===== src/arr_pkg.sv =====
// ----------------------------------------------------------------------------
// arr_pkg
// Shared constants, register map and mode codes of the audio rate reducer.
// ----------------------------------------------------------------------------
package arr_pkg;

  localparam int MAX_FACTOR = 128;
  localparam int SAMPLE_W   = 16;
  localparam int QUANT_BITS = 8;
  localparam int DIGIT_W    = SAMPLE_W - QUANT_BITS;
  localparam int FACTOR_W   = $clog2(MAX_FACTOR + 1);
  localparam int PHASE_W    = $clog2(MAX_FACTOR);
  localparam int PROD_W     = DIGIT_W + PHASE_W;
  localparam int RF_W       = 8;
  localparam int MODE_W     = 2;
  localparam int ADDR_W     = 3;
  localparam int DATA_W     = 32;

  localparam logic [MODE_W-1:0] MODE_ZERO   = 2'd0;
  localparam logic [MODE_W-1:0] MODE_HOLD   = 2'd1;
  localparam logic [MODE_W-1:0] MODE_LINEAR = 2'd2;

  localparam logic REG_RATE_FACTOR = 1'b0;
  localparam logic REG_MODE        = 1'b1;

  localparam logic [RF_W-1:0] RATE_FACTOR_RESET = 8'd2;

endpackage


===== src/arr_mul.sv =====
// ----------------------------------------------------------------------------
// arr_mul
// Shift-add multiplier: difference magnitude times phase, one phase bit per
// cycle.
// ----------------------------------------------------------------------------
module arr_mul (
  input  logic                             clk_i,
  input  logic                             rst_ni,
  input  logic                             start_i,
  input  logic [arr_pkg::DIGIT_W-1:0]      mcand_i,
  input  logic [arr_pkg::PHASE_W-1:0]      mplier_i,
  output logic                             done_o,
  output logic [arr_pkg::PROD_W-1:0]       prod_o
);

  localparam int CNT_W = $clog2(arr_pkg::PHASE_W + 1);

  logic [arr_pkg::PROD_W-1:0]  mcand_q, mcand_d;
  logic [arr_pkg::PHASE_W-1:0] mplier_q, mplier_d;
  logic [arr_pkg::PROD_W-1:0]  acc_q, acc_d;
  logic [CNT_W-1:0]            cnt_q, cnt_d;
  logic                        done_q, done_d;

  always_comb begin
    mcand_d  = mcand_q;
    mplier_d = mplier_q;
    acc_d    = acc_q;
    cnt_d    = cnt_q;
    done_d   = 1'b0;
    if (start_i) begin
      mcand_d  = arr_pkg::PROD_W'(mcand_i);
      mplier_d = mplier_i;
      acc_d    = '0;
      cnt_d    = CNT_W'(arr_pkg::PHASE_W);
    end else if (cnt_q != '0) begin
      if (mplier_q[0]) begin
        acc_d = acc_q + mcand_q;
      end
      mcand_d  = {mcand_q[arr_pkg::PROD_W-2:0], 1'b0};
      mplier_d = {1'b0, mplier_q[arr_pkg::PHASE_W-1:1]};
      cnt_d    = cnt_q - CNT_W'(1);
      done_d   = (cnt_q == CNT_W'(1));
    end
  end

  always_ff @(posedge clk_i or negedge rst_ni) begin
    if (!rst_ni) begin
      cnt_q  <= '0;
      done_q <= 1'b0;
    end else begin
      cnt_q  <= cnt_d;
      done_q <= done_d;
    end
  end

  always_ff @(posedge clk_i) begin
    mcand_q  <= mcand_d;
    mplier_q <= mplier_d;
    acc_q    <= acc_d;
  end

  assign done_o = done_q;
  assign prod_o = acc_q;

endmodule


===== src/arr_div.sv =====
// ----------------------------------------------------------------------------
// arr_div
// Restoring divider by the rate factor, one quotient bit per cycle.
// ----------------------------------------------------------------------------
module arr_div (
  input  logic                              clk_i,
  input  logic                              rst_ni,
  input  logic                              start_i,
  input  logic [arr_pkg::FACTOR_W-1:0]      rem_init_i,
  input  logic [arr_pkg::SAMPLE_W-1:0]      dividend_lo_i,
  input  logic [arr_pkg::FACTOR_W-1:0]      divisor_i,
  output logic                              done_o,
  output logic [arr_pkg::SAMPLE_W-1:0]      quot_o
);

  localparam int CNT_W = $clog2(arr_pkg::SAMPLE_W + 1);

  logic [arr_pkg::FACTOR_W-1:0] rem_q, rem_d;
  logic [arr_pkg::FACTOR_W-1:0] dsr_q, dsr_d;
  logic [arr_pkg::SAMPLE_W-1:0] sh_q, sh_d;
  logic [CNT_W-1:0]             cnt_q, cnt_d;
  logic                         done_q, done_d;
  logic [arr_pkg::FACTOR_W:0]   trial;
  logic                         qbit;

  always_comb begin
    rem_d  = rem_q;
    dsr_d  = dsr_q;
    sh_d   = sh_q;
    cnt_d  = cnt_q;
    done_d = 1'b0;
    trial  = {rem_q, sh_q[arr_pkg::SAMPLE_W-1]};
    qbit   = (trial >= {1'b0, dsr_q});
    if (start_i) begin
      rem_d = rem_init_i;
      dsr_d = divisor_i;
      sh_d  = dividend_lo_i;
      cnt_d = CNT_W'(arr_pkg::SAMPLE_W);
    end else if (cnt_q != '0) begin
      if (qbit) begin
        rem_d = arr_pkg::FACTOR_W'(trial - {1'b0, dsr_q});
      end else begin
        rem_d = trial[arr_pkg::FACTOR_W-1:0];
      end
      sh_d   = {sh_q[arr_pkg::SAMPLE_W-2:0], qbit};
      cnt_d  = cnt_q - CNT_W'(1);
      done_d = (cnt_q == CNT_W'(1));
    end
  end

  always_ff @(posedge clk_i or negedge rst_ni) begin
    if (!rst_ni) begin
      cnt_q  <= '0;
      done_q <= 1'b0;
    end else begin
      cnt_q  <= cnt_d;
      done_q <= done_d;
    end
  end

  always_ff @(posedge clk_i) begin
    rem_q <= rem_d;
    dsr_q <= dsr_d;
    sh_q  <= sh_d;
  end

  assign done_o = done_q;
  assign quot_o = sh_q;

endmodule


===== src/audio_rate_reducer.sv =====
// ----------------------------------------------------------------------------
// audio_rate_reducer
// Keeps one sample in N, quantized to its upper byte, and rebuilds the full
// rate stream by zero stuffing, hold or linear interpolation.
// ----------------------------------------------------------------------------
// One result beat per input beat. Zero stuffing and hold bypass the multiplier
// and divider. In linear mode the interpolation step (b-a)*k/N runs through a
// shift-add multiplier that takes one phase bit per cycle and a restoring
// divider by N that produces one quotient bit per cycle. The block works on
// one beat at a time; a finished result waits in the output register while
// the next beat is taken.
module audio_rate_reducer (
  input  logic                              clk_i,
  input  logic                              rst_ni,
  input  logic                              in_valid_i,
  output logic                              in_stall_o,
  input  logic signed [arr_pkg::SAMPLE_W-1:0] sample_in_i,
  output logic                              out_valid_o,
  input  logic                              out_stall_i,
  output logic signed [arr_pkg::SAMPLE_W-1:0] sample_out_o,
  input  logic                              psel,
  input  logic                              penable,
  input  logic                              pwrite,
  input  logic [arr_pkg::ADDR_W-1:0]        paddr,
  input  logic [arr_pkg::DATA_W-1:0]        pwdata,
  output logic [arr_pkg::DATA_W-1:0]        prdata,
  output logic                              pready
);

  typedef enum logic [1:0] {
    ST_IDLE,
    ST_MUL,
    ST_DIV,
    ST_OUT
  } state_e;

  localparam int SW = arr_pkg::SAMPLE_W;
  localparam int DW = arr_pkg::DIGIT_W;
  localparam int FW = arr_pkg::FACTOR_W;
  localparam int PW = arr_pkg::PHASE_W;
  localparam int QB = arr_pkg::QUANT_BITS;

  state_e                      state_q;
  logic [arr_pkg::RF_W-1:0]    rate_factor_q;
  logic [arr_pkg::MODE_W-1:0]  mode_q;
  logic [PW-1:0]               phase_q;
  logic [SW-1:0]               newer_q, older_q;
  logic [FW-1:0]               n_q;
  logic                        neg_q;
  logic [SW-1:0]               res_q;
  logic                        out_valid_q;
  logic [SW-1:0]               sample_out_q;

  logic                        accept, cfg_wr, out_load;
  logic [FW-1:0]               n_eff;
  logic [FW-1:0]               k_ext, k_next;
  logic [PW-1:0]               k;
  logic                        k_zero;
  logic [SW-1:0]               newer_d, older_d;
  logic signed [DW:0]          diff;
  logic [DW:0]                 diff_abs;
  logic [SW-1:0]               res_now;
  logic                        mul_start, mul_done, div_done;
  logic [arr_pkg::PROD_W-1:0]  prod;
  logic [SW-1:0]               quot;

  assign pready = 1'b1;
  assign cfg_wr = psel && penable && pwrite;

  always_comb begin
    prdata = '0;
    case (paddr[2])
      arr_pkg::REG_RATE_FACTOR: prdata = arr_pkg::DATA_W'(rate_factor_q);
      arr_pkg::REG_MODE:        prdata = arr_pkg::DATA_W'(mode_q);
      default:                  prdata = '0;
    endcase
  end

  always_ff @(posedge clk_i or negedge rst_ni) begin
    if (!rst_ni) begin
      rate_factor_q <= arr_pkg::RATE_FACTOR_RESET;
      mode_q        <= arr_pkg::MODE_ZERO;
    end else if (cfg_wr) begin
      if (paddr[2] == arr_pkg::REG_RATE_FACTOR) begin
        rate_factor_q <= pwdata[arr_pkg::RF_W-1:0];
      end else begin
        mode_q <= pwdata[arr_pkg::MODE_W-1:0];
      end
    end
  end

  assign in_stall_o = (state_q != ST_IDLE);
  assign accept     = in_valid_i && !in_stall_o;

  // effective factor and phase
  always_comb begin
    if (rate_factor_q == '0) begin
      n_eff = FW'(1);
    end else if (FW'(rate_factor_q) > FW'(arr_pkg::MAX_FACTOR)) begin
      n_eff = FW'(arr_pkg::MAX_FACTOR);
    end else begin
      n_eff = FW'(rate_factor_q);
    end
    k_ext  = (FW'(phase_q) >= n_eff) ? '0 : FW'(phase_q);
    k      = k_ext[PW-1:0];
    k_zero = (k_ext == '0);
    k_next = ((k_ext + FW'(1)) >= n_eff) ? '0 : k_ext + FW'(1);
  end

  always_comb begin
    if (k_zero) begin
      older_d = newer_q;
      newer_d = {sample_in_i[SW-1:QB], {QB{1'b0}}};
    end else begin
      older_d = older_q;
      newer_d = newer_q;
    end
    diff     = $signed({newer_d[SW-1], newer_d[SW-1:QB]})
             - $signed({older_d[SW-1], older_d[SW-1:QB]});
    diff_abs = diff[DW] ? (DW+1)'(-diff) : diff;
    case (mode_q)
      arr_pkg::MODE_ZERO: res_now = k_zero ? newer_d : '0;
      default:            res_now = newer_d;
    endcase
  end

  assign mul_start = accept && (mode_q == arr_pkg::MODE_LINEAR);

  arr_mul u_mul (
    .clk_i    (clk_i),
    .rst_ni   (rst_ni),
    .start_i  (mul_start),
    .mcand_i  (diff_abs[DW-1:0]),
    .mplier_i (k),
    .done_o   (mul_done),
    .prod_o   (prod)
  );

  arr_div u_div (
    .clk_i         (clk_i),
    .rst_ni        (rst_ni),
    .start_i       (mul_done),
    .rem_init_i    (FW'(prod[arr_pkg::PROD_W-1:DW])),
    .dividend_lo_i ({prod[DW-1:0], {QB{1'b0}}}),
    .divisor_i     (n_q),
    .done_o        (div_done),
    .quot_o        (quot)
  );

  assign out_load = (state_q == ST_OUT) && (!out_valid_q || !out_stall_i);

  always_ff @(posedge clk_i or negedge rst_ni) begin
    if (!rst_ni) begin
      state_q     <= ST_IDLE;
      phase_q     <= '0;
      newer_q     <= '0;
      older_q     <= '0;
      out_valid_q <= 1'b0;
    end else begin
      if (out_load) begin
        out_valid_q <= 1'b1;
      end else if (!out_stall_i) begin
        out_valid_q <= 1'b0;
      end
      case (state_q)
        ST_IDLE: begin
          if (accept) begin
            phase_q <= k_next[PW-1:0];
            newer_q <= newer_d;
            older_q <= older_d;
            state_q <= (mode_q == arr_pkg::MODE_LINEAR) ? ST_MUL : ST_OUT;
          end
        end
        ST_MUL: begin
          if (mul_done) begin
            state_q <= ST_DIV;
          end
        end
        ST_DIV: begin
          if (div_done) begin
            state_q <= ST_OUT;
          end
        end
        ST_OUT: begin
          if (out_load) begin
            state_q <= ST_IDLE;
          end
        end
        default: state_q <= ST_IDLE;
      endcase
    end
  end

  always_ff @(posedge clk_i) begin
    if (accept) begin
      n_q   <= n_eff;
      neg_q <= diff[DW];
      res_q <= res_now;
    end else if ((state_q == ST_DIV) && div_done) begin
      res_q <= neg_q ? (older_q - quot) : (older_q + quot);
    end
    if (out_load) begin
      sample_out_q <= res_q;
    end
  end

  assign out_valid_o  = out_valid_q;
  assign sample_out_o = sample_out_q;

endmodule


===== config.mk =====
export PLATFORM = sky130hd
export DESIGN_NAME = audio_rate_reducer
export DESIGN_NICKNAME = d
export VERILOG_FILES = /design/src/arr_pkg.sv /design/src/arr_mul.sv /design/src/arr_div.sv /design/src/audio_rate_reducer.sv
export SDC_FILE = /design/constraint.sdc
export NUM_CORES = 1
export LEC_CHECK = 0
export BUFFER_PORTS_ARGS = -buffer_cell sky130_fd_sc_hd__buf_2
export CAP_MARGIN = 10
export CORE_ASPECT_RATIO = 0.7
export CORE_MARGIN = 2
export CORE_UTILIZATION = 45
export CTS_CLUSTER_DIAMETER = 50
export DETAILED_ROUTE_END_ITERATION = 10
export SYNTH_ARGS = -nofsm -noshare
export SYNTH_HDL_FRONTEND = slang
export SYNTH_SLANG_ARGS = --single-unit

===== constraint.sdc =====
create_clock -name clk_i -period 7.7 [get_ports clk_i]
set_clock_uncertainty 0.1 [all_clocks]
set_input_delay 1.155 -clock clk_i [delete_from_list [all_inputs] [get_ports clk_i]]
set_output_delay 1.155 -clock clk_i [all_outputs]
set_load 0.005 [all_outputs]

Word level (Yosys, flattened, before mapping):

Cells that the tools add are included.

* register bits: 172
* input bits: 58
* output and inout port bits: 51
* word-level logic and storage cells: 114

* $add $sub $neg: 9
* order comparisons: 4
* eq/ne operators: 11
* mux-type cells: 38
* bitwise operators: 1
* reductions and logical operators: 26

Operators by type and width (number)
* $mux 16: 9
* $pmux 32 s2: 1
* $mux 8: 6
* $mux 7: 6
* $add 16x16->16: 1
* $logic_not 8->1: 2
* $sub 16x16->16: 1
* $add 15x15->15: 1
* $mux 2: 5
* $mux 5: 2
* $ge 9x8->1: 1
* $sub 8x8->9: 1
* $add 7x1->8 const B: 1
* $ge 7x8->1: 1
* $ge 8x8->1: 1
* $gt 8x8->1 const B: 1
* $neg 8->8: 1
* $pmux 2 s4: 1
* $reduce_and 2->1: 4
* $reduce_bool 2->1: 4
* $sub 8x8->8: 1
* $eq 2x2->1 const B: 3
* $logic_and 1x1->1: 6
* $mux 1: 6
* 16 further kinds: 23

Depth between registers and ports, before layout:

* word-level depth: 11
* gate-level depth with buffers: 29

Cells and area by module:

Synthesis repeated with hierarchy kept, for this count alone.

* cell total of the unflattened synthesis: 986
* area, all modules: 10445.0 µm²

By module, submodules not included
* audio_rate_reducer: times used 1, cells each 596, area an instance 6053.3 µm², sequential area each 2533.7 µm²
* arr_mul: times used 1, cells each 225, area an instance 2249.7 µm², sequential area each 991.0 µm²
* arr_div: times used 1, cells each 165, area an instance 2142.1 µm², sequential area each 1111.1 µm²

Least setup slack after synthesis:

No wires, ideal clock.

* path type: register to register
* start: register rate_factor_q[2] (netlist name)
* end: register u_mul.mcand_q[7] (netlist name) (data pin)
* setup time: 0.165 ns
* data arrival time: 6.067 ns
* setup slack: 1.368 ns
* cell stages (with the launch flop): 29
* clock period less this slack: 6.332 ns
* path through: dfrtp_1 nor4_1 a21oi_1 nor2_1 ha_1 nand2b_1 a2111oi_1 o31a_1 o21ai_0 ha_1 nand2_1 a2bb2oi_1 and2_1 buf_6 clkbuf_1 nand2_1 nand2_1 ha_1 inv_1 fa_1 a21oi_1 nor2_1 o21ai_0 o211ai_1 nor3b_2 a41o_1 a221o_1 a32o_1 o31ai_2

* cells in the longest elaborated chain, start to end: 11

RTL lines
* start, declared: RTL line audio_rate_reducer.sv:44 `logic [arr_pkg::RF_W-1:0] rate_factor_q;`
* start signal, assigned: RTL line audio_rate_reducer.sv:81 `rate_factor_q <= arr_pkg::RATE_FACTOR_RESET;`
* start signal, assigned: RTL line audio_rate_reducer.sv:85 `rate_factor_q <= pwdata[arr_pkg::RF_W-1:0];`
* $gt 8x8->1: RTL line audio_rate_reducer.sv:99 `end else if (FW'(rate_factor_q) > FW'(arr_pkg::MAX_FACTOR)) begin`
* $mux 8: RTL line audio_rate_reducer.sv:99
* $mux 8 (*): RTL line audio_rate_reducer.sv:97 `if (rate_factor_q == '0) begin`
* via n_eff[0]: RTL line audio_rate_reducer.sv:55 `logic [FW-1:0] n_eff;`
* $ge 7x8->1 (*): RTL line audio_rate_reducer.sv:104 `k_ext = (FW'(phase_q) >= n_eff) ? '0 : FW'(phase_q);`
* $mux 7 (*): RTL line audio_rate_reducer.sv:104
* $logic_not 8->1 (*): RTL line audio_rate_reducer.sv:106 `k_zero = (k_ext == '0);`
* $mux 16 (*): RTL line audio_rate_reducer.sv:111 `if (k_zero) begin`
* via older_d[8]: RTL line audio_rate_reducer.sv:59 `logic [SW-1:0] newer_d, older_d;`
* $sub 8x8->9 (*): RTL line audio_rate_reducer.sv:119 `- $signed({older_d[SW-1], older_d[SW-1:QB]});`
* $neg 8->8: RTL line audio_rate_reducer.sv:120 `diff_abs = diff[DW] ? (DW+1)'(-diff) : diff;`
* $mux 8 (*): RTL line audio_rate_reducer.sv:120
* $mux 8 (*): RTL line arr_mul.sv:30 `if (start_i) begin`
* via u_mul.mcand_d (one bit): RTL line arr_mul.sv:18 `logic [arr_pkg::PROD_W-1:0] mcand_q, mcand_d;`
* end signal, assigned: RTL line arr_mul.sv:57 `mcand_q <= mcand_d;`
* end, declared: RTL line arr_mul.sv:18

Mark *: on every way through the listed nets, which the timed path passes. The rest lies on a longest branch.
A chain may end at the register's enable or synchronous reset.

Worst setup path after layout:

* start: register rate_factor_q[2] (netlist name)
* end: register u_mul.mcand_q[7] (netlist name) (data pin)

* cells in the longest elaborated chain, start to end: 11

RTL lines (RTL line)
* $gt 8x8->1: audio_rate_reducer.sv:99
* $mux 8: audio_rate_reducer.sv:99
* $mux 8 (*): audio_rate_reducer.sv:97
* via n_eff[0]: audio_rate_reducer.sv:55
* $ge 7x8->1 (*): audio_rate_reducer.sv:104
* $mux 7 (*): audio_rate_reducer.sv:104
* $logic_not 8->1 (*): audio_rate_reducer.sv:106
* $mux 16: audio_rate_reducer.sv:111
* $sub 8x8->9 (*): audio_rate_reducer.sv:119
* $neg 8->8: audio_rate_reducer.sv:120
* $mux 8 (*): audio_rate_reducer.sv:120
* $mux 8 (*): arr_mul.sv:30
* via u_mul.mcand_d (one bit): arr_mul.sv:18

Marks and branches as above.

==> results_dict.tcl <==
set metrics [dict create \
    slew_headroom_pct 25.37 \
    die_area_um2 23380 \
    synth_area_um2 9968 \
    mostFrequentLayoutCells "nand2_1, edfxtp_1, a21oi_1" \
    cts.sinks 172 \
    critPathKind "register to register" \
    yosys_register_bits 172 \
    coreArea_um2 21730 \
    cp.depth 25 \
    status "finished clean" \
    place_inst 1327 \
    dr.pass1.iters 5 \
    final_common_cell "nand2_1" \
    grt.total_usage_pct 19.83 \
    leakage_uw 0.004879 \
    crit_fanout 8 \
    critPathMaxStageDelay_ps 480 \
    synthArstFlopShare_pct 36.05 \
    cpMaxStageDelayCell "a2111oi_1" \
    globalplace.congestion 0.8633 \
    cp_num_buf_inv 1 \
    routedWlPerCell_um 16.18 \
    whs_ps 317.2 \
    clk_latency_ps 440 \
    grt_pass1_wl_mm 36.24 \
    start_util_pct 45.87 \
    n_antenna_cell 0 \
    fin_crit_sh_pct 90.76 \
    critPathMostFrequentCell "ha_1" \
    yosys.area.top_type "edfxtp_1" \
    ioPinCount 109 \
    rsz0062_at_grt "false" \
    crit_end "u_mul.mcand_q[7]$_DFFE_PP_" \
    synth_edf_count 79 \
    finalSetupViolations 0 \
    synth_warnings 0 \
    final_hold_viol_count 0 \
    post_cts_buffers 0 \
    layoutNonFillerInstCount 1359 \
    tightestPinTransition_ps 1113 \
    grt_pass1_vias 6945 \
    die_x_um 181.9 \
    p_per_area_nw_per_um2 512.1 \
    syn_inst 1023 \
    yosysSeqAreaShare_pct 45.60 \
    cts_tree "built" \
    hold_buffers 0 \
    synthTopCellsByArea "edfxtp_1, dfrtp_1, ha_1" \
    io_buffers 49 \
    peakVddDrop_uv 254.8 \
    routed_wl_mm 21.98 \
    critPathTopFamily "compound AO/OA/AOI/OAI gates" \
    synth_top_area_share_pct 23.80 \
    ys.flop_type "edfxtp_1" \
    start_kind "register" \
    max_freq_mhz 143.1 \
    vias_per_cell 5.324 \
    reg2reg_to "u_mul.mcand_q[7]$_DFFE_PP_" \
    antenna_found_initial 0 \
    min_period_ps 6989 \
    end_kind "register" \
    fin_nets 1198 \
    startpoint "rate_factor_q[2]$_DFFE_PN0P_" \
    post-route-drc-count 0 \
    fp-row-count 45 \
    rrSetupSlack_ps 710 \
    hold_path_class "register to register" \
    die_y_um 128.5 \
    h-tree-depth 4 \
    synth_cell_types 65 \
    required_ps 7870 \
    numCtsBuffers 17 \
    grt_start_max_net_pins 63 \
    arrival_ps 7160 \
    r2r_start "rate_factor_q[2]$_DFFE_PN0P_" \
    clockBufferDepth 2 \
    setup-tns-final_ps 0 \
    cts-resized-gates 0 \
    syn_avg_cell_area_um2 9.744 \
    max-cap-violations 0 \
    vias 7235 \
    clk_pin_slew_ps 70 \
    area_growth_pct 10.48 \
    grt-ovfl-total 0 \
    drtAntennaViolNets 0 \
    place_hpwl_mm 15.60 \
    reg2regPathDepth 25 \
    cts_root_buffer "clkbuf_16" \
    slew_viol_final 0 \
    drive_above_1_share_pct 13.28 \
    dr.first_iter.drc_count 525 \
]
## per-layer routing
| metal | track usage [%] | routed length (µm) |
|---|---|---|
| met5 | 0 | 0 |
| met1 | 30.60 | 11690 |
| met3 | 3.651 | 1051 |
| met4 | 5.835 | 292 |
| met2 | 28.22 | 8952 |
## cells in the mapped netlist (17+ instances only)
master / instances
a21oi_1: 73
buf_4: 25
clkbuf_1: 33
dfrtp_1: 61
dfxtp_1: 31
edfxtp_1: 79
ha_1: 72
inv_1: 67
mux2_2: 33
nand2_1: 145
nand3_1: 18
nor2_1: 70
nor2b_1: 25
nor3_1: 17
o21ai_0: 52
xnor2_1: 37
## worst min-delay path by stage
stage	from	end	cells past startpoint
2_1_floorplan	res_q[0]$_DFFE_PP_	sample_out_o[0]$_DFFE_PP_	0
3_3_place_gp	res_q[9]$_DFFE_PP_	sample_out_o[9]$_DFFE_PP_	0
3_5_place_dp	res_q[12]$_DFFE_PP_	sample_out_o[12]$_DFFE_PP_	0
4_1_cts	res_q[10]$_DFFE_PP_	sample_out_o[10]$_DFFE_PP_	0
5_1_grt	res_q[0]$_DFFE_PP_	sample_out_o[0]$_DFFE_PP_	0
6_report	n_q[3]$_DFFE_PP_	u_div.dsr_q[3]$_DFFE_PP_	0
## registers in the layout, summed over array words and instances, names as in the netlist, 15 cells and up
signal / count
older_q: 16
u_mul.prod_o: 15
newer_q: 16
u_div.quot_o: 16
u_mul.mcand_q: 15
sample_out_o: 16
res_q: 16
## report_power, final
part           total, µW  leakage (µW)  internal [µW]  switching (µW)
logic               3060       0.00274           1310            1750
clock network        884      0.000293            478             406
registers           1700       0.00185           1420             280
## kinds of logic after synthesis
group | Yosys count | synth area share [%]
adders and majority gates | 76 | 9.841
muxes | 49 | 5.385
DFF | 172 | 45.60
AOI/OAI and AO/OA | 213 | 13.47
and+or+nand+nor | 331 | 15.21
other | 2 | 0.07534
xor gates and xnor gates | 52 | 4.569
buffers and inverters | 128 | 5.849
## cell type report
cell class | instances | area, µm²
Fill cell | 2037 | 10720
Multi-Input combinational cell | 746 | 4940
Sequential cell | 172 | 4547
Clock buffer | 18 | 450.4
Tap cell | 282 | 352.8
Timing Repair Buffer | 59 | 320.3
Inverter | 68 | 256.5
Clock inverter | 14 | 146.4
## metrics by stage
step | power, µW | area, µm² | util, % | setup WS [ps]
2_1_floorplan | 4013 | 10050 | - | 1368
3_3_place_gp | 4660 | 10410 | 47.89 | 675.2
3_5_place_dp | 4734 | 10410 | 47.89 | 530.2
4_1_cts | 5646 | 11010 | 50.64 | 520.0
5_1_grt | 6164 | 11010 | 50.67 | 51.70
6_report | 5639 | 11010 | 50.67 | 711.1
No activity file was read; power rests on OpenSTA's default activity.
